==> config.mk <==
export PLATFORM = sky130hd
export DESIGN_NAME = rtt_statistics_finalizer
export DESIGN_NICKNAME = d
export VERILOG_FILES = /design/src/rtt_pkg.sv /design/src/rtt_sub_unit.sv /design/src/rtt_statistics_finalizer.sv
export SDC_FILE = /design/constraint.sdc
export NUM_CORES = 2
export LEC_CHECK = 0
export ABC_AREA = 0
export BUFFER_PORTS_ARGS = -buffer_cell sky130_fd_sc_hd__buf_2
export CAP_MARGIN = 40
export CORE_ASPECT_RATIO = 0.6
export CORE_MARGIN = 10
export CORE_UTILIZATION = 30
export DETAILED_ROUTE_END_ITERATION = 8
export SLEW_MARGIN = 20
export SYNTH_ARGS = -nofsm -noshare
export SYNTH_HDL_FRONTEND = slang
export SYNTH_SLANG_ARGS = --single-unit
==> constraint.sdc <==
create_clock -name clock -period 22.6 [get_ports clock]
set_clock_uncertainty 0.2 [all_clocks]
set_input_delay 2.26 -clock clock [delete_from_list [all_inputs] [get_ports clock]]
set_output_delay 2.26 -clock clock [all_outputs]
set_load 0.01 [all_outputs]
==> src/rtt_pkg.sv <==
`timescale 1ns / 1ps
// Shared widths, loss status codes and the subtractor result type for the
// RTT statistics finalizer. No dependencies.
package rtt_pkg;

   localparam int COUNT_W  = 32;
   localparam int SUM_W    = 48;
   localparam int SQ_W     = 64;
   localparam int SD_W     = 32;
   localparam int LOSS_W   = 7;
   localparam int STATUS_W = 2;
   localparam int ALU_W    = 64;

   localparam logic [STATUS_W-1:0] LOSS_OK     = 2'd0;
   localparam logic [STATUS_W-1:0] LOSS_FORGED = 2'd1;
   localparam logic [STATUS_W-1:0] LOSS_NOSENT = 2'd2;

   typedef struct packed {
      logic [ALU_W-1:0] diff;
      logic             ge;
   } sub_result_type;

endpackage

==> src/rtt_sub_unit.sv <==
`timescale 1ns / 1ps
// Shared subtract/compare unit: one wide subtraction with a no-borrow flag.
// Depends on rtt_pkg.
module rtt_sub_unit (
   input  logic [rtt_pkg::ALU_W-1:0] op_a,
   input  logic [rtt_pkg::ALU_W-1:0] op_b,
   output rtt_pkg::sub_result_type   result
);

   logic [rtt_pkg::ALU_W:0] wide;

   assign wide        = {1'b0, op_a} - {1'b0, op_b};
   assign result.diff = wide[rtt_pkg::ALU_W-1:0];
   assign result.ge   = ~wide[rtt_pkg::ALU_W];

endmodule

==> src/rtt_statistics_finalizer.sv <==
`timescale 1ns / 1ps
// Ping RTT statistics finalizer: a sequencer around one shared subtractor.
// Depends on rtt_pkg and rtt_sub_unit.
//
// One request in, one response out. The shared subtractor does one restoring
// step per cycle: 7 steps for the loss percentage, 64 for the mean square,
// 48 for the mean and 32 for the digit-by-digit square root. Setup, the
// 32x32 multiply for the squared mean, the variance subtract and the
// response load are steps of their own. The loss division is skipped when
// the session is forged or nothing was sent; with a zero sample count the
// mean square, mean and root steps are skipped as well.
// req_stall is high from the transfer until the response is loaded into the
// output register; loading waits while a previous response is still held
// there under rsp_stall. Once loaded, the next request is taken even while
// that response is still stalled.
module rtt_statistics_finalizer (
   input  logic                          clock,
   input  logic                          reset,
   input  logic                          req_valid,
   output logic                          req_stall,
   input  logic [rtt_pkg::COUNT_W-1:0]   req_sample_count,
   input  logic [rtt_pkg::SUM_W-1:0]     req_rtt_sum_us,
   input  logic [rtt_pkg::SQ_W-1:0]      req_rtt_square_sum,
   input  logic [rtt_pkg::COUNT_W-1:0]   req_sent_count,
   input  logic [rtt_pkg::COUNT_W-1:0]   req_received_count,
   output logic                          rsp_valid,
   input  logic                          rsp_stall,
   output logic [rtt_pkg::SUM_W-1:0]     rsp_mean_us,
   output logic [rtt_pkg::SD_W-1:0]      rsp_stddev_us,
   output logic [rtt_pkg::LOSS_W-1:0]    rsp_loss_percent,
   output logic [rtt_pkg::STATUS_W-1:0]  rsp_loss_status,
   output logic                          rsp_stats_valid
);

   localparam logic [3:0] ST_IDLE      = 4'd0;
   localparam logic [3:0] ST_LOSS_PREP = 4'd1;
   localparam logic [3:0] ST_LOSS_MUL  = 4'd2;
   localparam logic [3:0] ST_LOSS_DIV  = 4'd3;
   localparam logic [3:0] ST_STATS     = 4'd4;
   localparam logic [3:0] ST_MSQ_DIV   = 4'd5;
   localparam logic [3:0] ST_MEAN_DIV  = 4'd6;
   localparam logic [3:0] ST_SQUARE    = 4'd7;
   localparam logic [3:0] ST_VAR_SUB   = 4'd8;
   localparam logic [3:0] ST_SQRT      = 4'd9;
   localparam logic [3:0] ST_DONE      = 4'd10;

   localparam int REM_W = 35;
   localparam int NUM_W = 39;

   // control
   logic [3:0]  state_ff, state_in;
   logic [6:0]  cnt_ff, cnt_in;
   logic        rsp_valid_ff, rsp_valid_in;

   // captured request
   logic [31:0] count_ff, count_in;
   logic [47:0] sum_ff, sum_in;
   logic [63:0] sq_ff, sq_in;
   logic [31:0] sent_ff, sent_in;
   logic [31:0] recv_ff, recv_in;

   // working registers
   logic [REM_W-1:0] rem_ff, rem_in;
   logic [63:0] quo_ff, quo_in;
   logic [31:0] root_ff, root_in;
   logic [31:0] diff_ff, diff_in;
   logic [63:0] msq_ff, msq_in;
   logic [47:0] mean_ff, mean_in;
   logic [63:0] m2_ff, m2_in;
   logic [6:0]  loss_ff, loss_in;
   logic [1:0]  status_ff, status_in;

   // response payload
   logic [47:0] rsp_mean_ff, rsp_mean_in;
   logic [31:0] rsp_sd_ff, rsp_sd_in;
   logic [6:0]  rsp_loss_ff, rsp_loss_in;
   logic [1:0]  rsp_status_ff, rsp_status_in;
   logic        rsp_sv_ff, rsp_sv_in;

   logic [63:0] alu_a, alu_b;
   rtt_pkg::sub_result_type alu_res;

   logic [32:0] div_t;
   logic [34:0] sqrt_t;
   logic [31:0] divisor;
   logic [38:0] diff_x;
   logic [38:0] loss_num;
   logic [63:0] mean_sq;
   logic        req_xfer;
   logic        rsp_free;

   rtt_sub_unit u_sub (
      .op_a   (alu_a),
      .op_b   (alu_b),
      .result (alu_res)
   );

   assign req_stall = (state_ff != ST_IDLE);
   assign req_xfer  = req_valid && !req_stall;
   assign rsp_free  = !rsp_valid_ff || !rsp_stall;

   assign div_t    = {rem_ff[31:0], quo_ff[63]};
   assign sqrt_t   = {rem_ff[32:0], quo_ff[63:62]};
   assign divisor  = (state_ff == ST_LOSS_DIV) ? sent_ff : count_ff;
   assign diff_x   = {7'd0, diff_ff};
   assign loss_num = (diff_x << 6) + (diff_x << 5) + (diff_x << 2);
   assign mean_sq  = {32'd0, mean_ff[31:0]} * {32'd0, mean_ff[31:0]};

   // operand select for the shared subtractor
   always_comb begin
      alu_a = '0;
      alu_b = '0;
      case (state_ff)
         ST_LOSS_PREP: begin
            alu_a = {32'd0, sent_ff};
            alu_b = {32'd0, recv_ff};
         end
         ST_LOSS_DIV, ST_MSQ_DIV, ST_MEAN_DIV: begin
            alu_a = {31'd0, div_t};
            alu_b = {32'd0, divisor};
         end
         ST_VAR_SUB: begin
            alu_a = msq_ff;
            alu_b = m2_ff;
         end
         ST_SQRT: begin
            alu_a = {29'd0, sqrt_t};
            alu_b = {30'd0, root_ff, 2'b01};
         end
         default: begin
            alu_a = '0;
            alu_b = '0;
         end
      endcase
   end

   always_comb begin
      state_in      = state_ff;
      cnt_in        = cnt_ff;
      rsp_valid_in  = rsp_valid_ff;
      count_in      = count_ff;
      sum_in        = sum_ff;
      sq_in         = sq_ff;
      sent_in       = sent_ff;
      recv_in       = recv_ff;
      rem_in        = rem_ff;
      quo_in        = quo_ff;
      root_in       = root_ff;
      diff_in       = diff_ff;
      msq_in        = msq_ff;
      mean_in       = mean_ff;
      m2_in         = m2_ff;
      loss_in       = loss_ff;
      status_in     = status_ff;
      rsp_mean_in   = rsp_mean_ff;
      rsp_sd_in     = rsp_sd_ff;
      rsp_loss_in   = rsp_loss_ff;
      rsp_status_in = rsp_status_ff;
      rsp_sv_in     = rsp_sv_ff;

      // drop the response once it is taken
      if (rsp_valid_ff && !rsp_stall) begin
         rsp_valid_in = 1'b0;
      end

      case (state_ff)
         ST_IDLE: begin
            if (req_xfer) begin
               count_in = req_sample_count;
               sum_in   = req_rtt_sum_us;
               sq_in    = req_rtt_square_sum;
               sent_in  = req_sent_count;
               recv_in  = req_received_count;
               state_in = ST_LOSS_PREP;
            end
         end
         ST_LOSS_PREP: begin
            loss_in = '0;
            if (!alu_res.ge) begin
               status_in = rtt_pkg::LOSS_FORGED;
               state_in  = ST_STATS;
            end else if (sent_ff == 32'd0) begin
               status_in = rtt_pkg::LOSS_NOSENT;
               state_in  = ST_STATS;
            end else begin
               status_in = rtt_pkg::LOSS_OK;
               diff_in   = alu_res.diff[31:0];
               state_in  = ST_LOSS_MUL;
            end
         end
         ST_LOSS_MUL: begin
            // quotient is below 128, so the top bits already sit below sent
            rem_in   = {3'd0, loss_num[NUM_W-1:7]};
            quo_in   = {loss_num[6:0], 57'd0};
            cnt_in   = 7'd7;
            state_in = ST_LOSS_DIV;
         end
         ST_LOSS_DIV, ST_MSQ_DIV, ST_MEAN_DIV: begin
            quo_in = {quo_ff[62:0], alu_res.ge};
            rem_in = alu_res.ge ? alu_res.diff[REM_W-1:0] : {2'd0, div_t};
            cnt_in = cnt_ff - 7'd1;
            if (cnt_ff == 7'd1) begin
               rem_in = '0;
               if (state_ff == ST_LOSS_DIV) begin
                  loss_in  = {quo_ff[5:0], alu_res.ge};
                  state_in = ST_STATS;
               end else if (state_ff == ST_MSQ_DIV) begin
                  msq_in   = {quo_ff[62:0], alu_res.ge};
                  quo_in   = {sum_ff, 16'd0};
                  cnt_in   = 7'd48;
                  state_in = ST_MEAN_DIV;
               end else begin
                  mean_in  = {quo_ff[46:0], alu_res.ge};
                  state_in = ST_SQUARE;
               end
            end
         end
         ST_STATS: begin
            if (count_ff == 32'd0) begin
               mean_in  = '0;
               root_in  = '0;
               state_in = ST_DONE;
            end else begin
               quo_in   = sq_ff;
               rem_in   = '0;
               cnt_in   = 7'd64;
               state_in = ST_MSQ_DIV;
            end
         end
         ST_SQUARE: begin
            m2_in    = mean_sq;
            state_in = ST_VAR_SUB;
         end
         ST_VAR_SUB: begin
            // a mean of 2^32 or more squares past 64 bits: variance is zero
            if (mean_ff[47:32] == 16'd0 && alu_res.ge) begin
               quo_in = alu_res.diff;
            end else begin
               quo_in = '0;
            end
            rem_in   = '0;
            root_in  = '0;
            cnt_in   = 7'd32;
            state_in = ST_SQRT;
         end
         ST_SQRT: begin
            quo_in  = {quo_ff[61:0], 2'b00};
            rem_in  = alu_res.ge ? alu_res.diff[REM_W-1:0] : sqrt_t;
            root_in = {root_ff[30:0], alu_res.ge};
            cnt_in  = cnt_ff - 7'd1;
            if (cnt_ff == 7'd1) begin
               state_in = ST_DONE;
            end
         end
         ST_DONE: begin
            if (rsp_free) begin
               rsp_mean_in   = mean_ff;
               rsp_sd_in     = root_ff;
               rsp_loss_in   = loss_ff;
               rsp_status_in = status_ff;
               rsp_sv_in     = (count_ff != 32'd0);
               rsp_valid_in  = 1'b1;
               state_in      = ST_IDLE;
            end
         end
         default: begin
            state_in = ST_IDLE;
         end
      endcase
   end

   always_ff @(posedge clock) begin
      if (reset) begin
         state_ff     <= ST_IDLE;
         cnt_ff       <= '0;
         rsp_valid_ff <= 1'b0;
      end else begin
         state_ff     <= state_in;
         cnt_ff       <= cnt_in;
         rsp_valid_ff <= rsp_valid_in;
      end
   end

   always_ff @(posedge clock) begin
      count_ff      <= count_in;
      sum_ff        <= sum_in;
      sq_ff         <= sq_in;
      sent_ff       <= sent_in;
      recv_ff       <= recv_in;
      rem_ff        <= rem_in;
      quo_ff        <= quo_in;
      root_ff       <= root_in;
      diff_ff       <= diff_in;
      msq_ff        <= msq_in;
      mean_ff       <= mean_in;
      m2_ff         <= m2_in;
      loss_ff       <= loss_in;
      status_ff     <= status_in;
      rsp_mean_ff   <= rsp_mean_in;
      rsp_sd_ff     <= rsp_sd_in;
      rsp_loss_ff   <= rsp_loss_in;
      rsp_status_ff <= rsp_status_in;
      rsp_sv_ff     <= rsp_sv_in;
   end

   assign rsp_valid        = rsp_valid_ff;
   assign rsp_mean_us      = rsp_mean_ff;
   assign rsp_stddev_us    = rsp_sd_ff;
   assign rsp_loss_percent = rsp_loss_ff;
   assign rsp_loss_status  = rsp_status_ff;
   assign rsp_stats_valid  = rsp_sv_ff;

   a_busy_after_req: assert property (@(posedge clock) disable iff (reset)
      req_xfer |=> state_ff != ST_IDLE)
      else $error("request transfer did not start the sequencer");

   a_no_stats_zero: assert property (@(posedge clock) disable iff (reset)
      rsp_valid_ff && !rsp_sv_ff |-> rsp_mean_ff == '0 && rsp_sd_ff == '0)
      else $error("statistics present without samples");

   a_loss_range: assert property (@(posedge clock) disable iff (reset)
      rsp_valid_ff |-> rsp_loss_ff <= 7'd100 &&
                       (rsp_status_ff == rtt_pkg::LOSS_OK || rsp_loss_ff == '0))
      else $error("loss percentage out of range for its status");

   a_div_rem: assert property (@(posedge clock) disable iff (reset)
      (state_ff == ST_MSQ_DIV || state_ff == ST_MEAN_DIV) |->
         rem_ff < {3'd0, count_ff})
      else $error("division remainder not below the sample count");

   a_sqrt_rem: assert property (@(posedge clock) disable iff (reset)
      state_ff == ST_SQRT |-> rem_ff <= {2'd0, root_ff, 1'b0})
      else $error("root remainder above twice the partial root");

endmodule

# Word-level counts from Yosys, hierarchy flattened
# Cells that the tools add are included.
[word_totals]
register_bits = 656
input_bits = 212
out_inout_bits = 92
word_cells = 120
[op_classes]
add_sub_neg = 4
multipliers = 1
n_eq_ne = 20
muxes = 43
n_bitwise = 3
n_reduce_logical = 27
[ops]
columns = ["cell", "count"]
rows = [
  ["64-bit case mux with 4 select lines", 2],
  ["64-bit two-way mux", 5],
  ["64-bit case mux with 5 select lines", 1],
  ["48-bit two-way mux", 4],
  ["33-bit case mux with 5 select lines", 1],
  ["33-bit two-way mux", 4],
  ["32-bit case mux with 3 select lines", 1],
  ["48-bit case mux with 2 select lines", 1],
  ["64-bit by 64-bit subtractor with 65-bit output", 1],
  ["32-bit zero test", 2],
  ["32-bit by 32-bit multiplier with 64-bit output", 1],
  ["32-bit two-way mux", 2],
  ["7-bit two-way mux", 6],
  ["38-bit by 37-bit adder with 39-bit output", 1],
  ["39-bit by 34-bit adder with 39-bit output", 1],
  ["4-bit case mux with 9 select lines", 1],
  ["7-bit case mux with 5 select lines", 1],
  ["32-bit nonzero test", 1],
  ["4-bit two-way mux", 5],
  ["2-bit inequality test (second input constant)", 9],
  ["4-bit by 3-bit == test with 1-bit output (second input constant)", 4],
  ["16-bit zero test", 1],
  ["7-bit case mux with 2 select lines", 1],
  ["4-bit == test (second input constant)", 3],
  ["21 further kinds", 39],
]

# Longest topological paths before layout
[depth]
ltp_word = 9
depth_mapped = 30
ltp_nobuf = 30

# Cells and area by module
# Synthesis repeated with hierarchy kept, for this count alone.
[hier_totals]
hier_cells = 5726
area_unflattened_um2 = 61291.3
[by_module_without_submodules]
columns = ["mod", "instances", "cells_per_inst", "area_per_inst_um2", "seq_area_each_um2"]
rows = [
  ["rtt_statistics_finalizer", 1, 5093, 57271.2, 19548.7],
  ["rtt_sub_unit", 1, 633, 4020.1, 0.0],
]

# Worst setup path before layout
# No wires, ideal clock.
[synth_path]
path_kind = "register -> register"
startpoint = "reg mean_ff[2]"
endpoint = "reg m2_ff[62] (data pin)"
setup_time_ns = 0.262
t_arrival_ns = 7.495
t_required_ns = 22.138
setup_slack_ns = 14.643
path_stages_with_launch = 28
path_buffers = 3
synth_period_minus_slack_ns = 7.957
path_cell_list = "edfxtp_1 clkbuf_1 clkbuf_1 nand2_1 fa_1 fa_1 inv_1 fa_1 inv_1 fa_1 inv_1 fa_1 fa_1 fa_1 fa_1 ha_1 clkbuf_1 a21oi_1 o21ai_0 a31o_2 o21ai_0 nand3_1 and2_1 o31ai_2 o31ai_1 a311oi_2 o21ai_1 xor2_1"
[synth_via]
elab_chain_cells = 1
[synth_rtl]
columns = ["element", "line", "rtl"]
rows = [
  ["start: declaration", "rtt_statistics_finalizer.sv:68", "logic [47:0] mean_ff, mean_in;"],
  ["start signal: assignment", "rtt_statistics_finalizer.sv:295", "mean_ff <= mean_in;"],
  ["32-bit by 32-bit multiplier with 64-bit output", "rtt_statistics_finalizer.sv:107", "assign mean_sq = {32'd0, mean_ff[31:0]} * {32'd0, mean_ff[31:0]};"],
  ["net mean_sq[62]", "rtt_statistics_finalizer.sv:88", "logic [63:0] mean_sq;"],
  ["end signal: assignment", "rtt_statistics_finalizer.sv:296", "m2_ff <= m2_in;"],
  ["end: declaration", "rtt_statistics_finalizer.sv:69", "logic [63:0] m2_ff, m2_in;"],
]
# The timed path passes the listed nets, and every way through them passes these cells.
# A chain may end at the register's enable or synchronous reset.

# Final worst setup path
[layout_path]
startpoint = "reg mean_ff[7]"
endpoint = "reg m2_ff[62] (data pin)"
# The elaborated chain is that of the path after synthesis.

==> results.cfg <==
[cells_and_area]
fill_cells = 20000
drive_gt1_share_pct = 9.77
final_common_cell = inv_1
nNetsFinal = 7283
most-common-layout-cells = inv_1, fa_1, edfxtp_1
area_growth_syn_to_layout_pct = 11.9
final_util_pct = 33.8

[global_routing]
grt_max_degree = 120
overflow = 0
antenna_found_initial = 24
grt_first_pass_wirelength_um = 304000
grt_pass1_vias = 44800
grt_use_total_pct = 18.3

[hold_path]
hold_path.class = flop to flop
hold_end = rsp_loss_percent[3]
hold_start = loss_ff[3]
hold_path_depth = 0

[routing]
dr.pass1.iters = 9
final_antenna_net_count = 0
drt-initial-drc-count = 5857
drt-total-wl_um = 207000
viasPerCell = 5.16
drc = 0
wire_per_inst_um = 24.2
routed-via-count = 44200

[setup_path]
critPathMaxFanout = 26
reg2reg_slack_ps = 12500
r2r-start = mean_ff[7]
r2r-end = m2_ff[62]
worst-endpoint-arrival_ps = 10360
reg2reg_depth = 26
critPathLaunchType = flop
end_kind = flop
crit_required_ps = 22870
critical_path_class = flop to flop

[sta]
tightest_slew_ps = 1110
slew_violations = 0
setup_violations = 0
max_slew_margin_pct = 26.0
fin_crit_sh_pct = 44.7
min_period_ps = 10100
fin_setup_tns_ps = 0
fmax_mhz = 99.0
finalHoldViolations = 0
rsz0062_at_grt = no

[floorplan]
core-area_um2 = 200000
ios = 304
rows = 127
dieHeight_um = 368
die_w_um = 599
initial_core_util_pct = 30.2
die-area_um2 = 220000

[synthesis]
synthSimpleGateAreaFrac_pct = 11.1
synth_top_family_by_area = adder cells
post-synth-top-area-cell = edfxtp_1
syn_inst = 5636
synthAdderAreaFrac_pct = 35.5
async_reset_ff_share_pct = 0
synth.mux.area_fraction_pct = 0.633
synth_top_area_share_pct = 31.9
post_synth_num_cell_types = 85
synthFlopType = edfxtp_1
synthXorXnorAreaFrac_pct = 2.72
synth_compound_area_share_pct = 9.48
yosysWarnings = 0
synth_area_per_cell_um2 = 10.7
synth.area.top_cells = edfxtp_1, fa_1, ha_1, inv_1, nand2_1
synth_area_um2 = 60400
seq_area_frac_synth_pct = 32.3
synth-seq-cells = 655
synth-edff-count = 643
synth_nets = 7070

[clock_network]
cts_setup_buffers = 0
cts_made_buffers = 61
root_buffer = clkbuf_16
path_clk_slew_ps = 70
cts_tree = yes
htreeDepth = 2
ctsLongestPathBuffers = 3
ctsResizeCount = 0
cts_hold_buf = 0
clk_latency_ps = 750
clock_sinks = 655

[run_status]
status = complete, no violations

[run]
maxCapViolCount = 0

[placement]
portBuffers = 303
place_congestion = 0.975
hpwl_um = 163000
-- routing by layer --
metal  wire [um]  share of wire (%)  global-route usage, %  vias to the layer above
met1       93300                 45                   27.5                    22400
li1            -                  -                      -                    19100
met3       28900                 14                   7.34                      241
met4        3840                1.9                   3.11                        8
met5          52              0.025                      0                        -
met2       80700                 39                   24.6                     2420
-- layout make-up --
class                   instances  area, um^2  share of cell area (%)
diodes                         16        40.0                  0.0592
clock buffers                  67        1550                    2.29
clock inverters                45         596                   0.881
inverters                    1044        3920                    5.80
multi-input cells            3679       36100                    53.4
flip-flops and latches        655       19500                    28.9
well taps                    2644        3310                    4.89
repair buffers                408        2530                    3.75
-- sequential cells by signal, indices dropped and copies added, names as in the netlist, 33 cells and up --
name         count
sum_ff          48
quo_ff          64
mean_ff         48
m2_ff           63
sq_ff           64
msq_ff          64
rsp_mean_us     48
rem_ff          33
-- cells in the mapped netlist, types with 9 or more instances --
cell type / n
a22oi_1: 17
o21ai_0: 121
nor4_1: 22
a21o_1: 81
o21ai_1: 15
a21boi_0: 9
o22ai_1: 10
nor3_1: 61
buf_1: 14
buf_2: 19
inv_1: 1040
and2_1: 225
and3_1: 85
a21oi_1: 225
o211ai_1: 19
nand2_1: 563
a211o_1: 21
ha_1: 399
nand3_1: 71
nand4_1: 45
clkbuf_1: 219
xor2_1: 81
or2_2: 12
o21bai_1: 29
o21a_1: 22
a222oi_1: 82
mux2i_1: 36
fa_1: 823
xnor2_1: 107
edfxtp_1: 643
nor2b_1: 67
a31oi_1: 31
a31o_2: 12
a211oi_1: 33
nor2_1: 205
nand2b_1: 22
dfxtp_1: 12
a22o_1: 33
-- per-stage QoR --
step | setup slack [ps] | std cells | instance area [um^2] | hold slack (ps)
floorplan | 14640 | 5636 | 60400 | 200
global placement | 13100 | 8394 | 64900 | 207
detailed placement | 12880 | 8411 | 65200 | 206
CTS | 12870 | 8523 | 67300 | 223
global route | 12170 | 8543 | 67600 | 224
finish | 12500 | 8558 | 67600 | 220
-- worst max-delay path by stage --
stage | startpoint | endpoint | slack (ps) | depth (start not counted)
finish | mean_ff[7] | m2_ff[62] | 12500 | 26
global route | mean_ff[7] | m2_ff[62] | 12170 | 26
floorplan | mean_ff[2] | m2_ff[62] | 14640 | 27
CTS | mean_ff[7] | m2_ff[62] | 12870 | 26
detailed placement | mean_ff[7] | m2_ff[62] | 12880 | 26
global placement | mean_ff[7] | m2_ff[62] | 13100 | 26
-- critical path, stage by stage, from the launching register on --
cell	delay [ps]
edfxtp_1	330
buf_4	410
clkinv_1	670
nor2_1	530
xnor2_1	140
ha_1	220
a21oi_1	370
fa_1	520
fa_1	490
fa_1	440
inv_1	80
fa_1	440
fa_1	560
fa_1	420
fa_1	440
ha_1	370
a21oi_1	230
o21ai_0	160
a31o_2	280
o21ai_0	170
nand3_1	630
and2_1	440
o31ai_2	390
o31ai_1	170
a311oi_2	360
o21ai_1	130
xor2_1	150
-- kinds of logic (layout without fill, tap and decap cells) --
family	Yosys count	after routing
DFF	655	655
xor gates and xnor gates	188	188
and+or+nand+nor	1402	1402
muxes	38	38
other	0	16
adders and majority gates	1222	1222
AOI/OAI and AO/OA	829	829
buffers and inverters	1302	1564
Power is not shown: default switching activity piles up to over one toggle a cycle in this logic, so the estimate is an artifact.
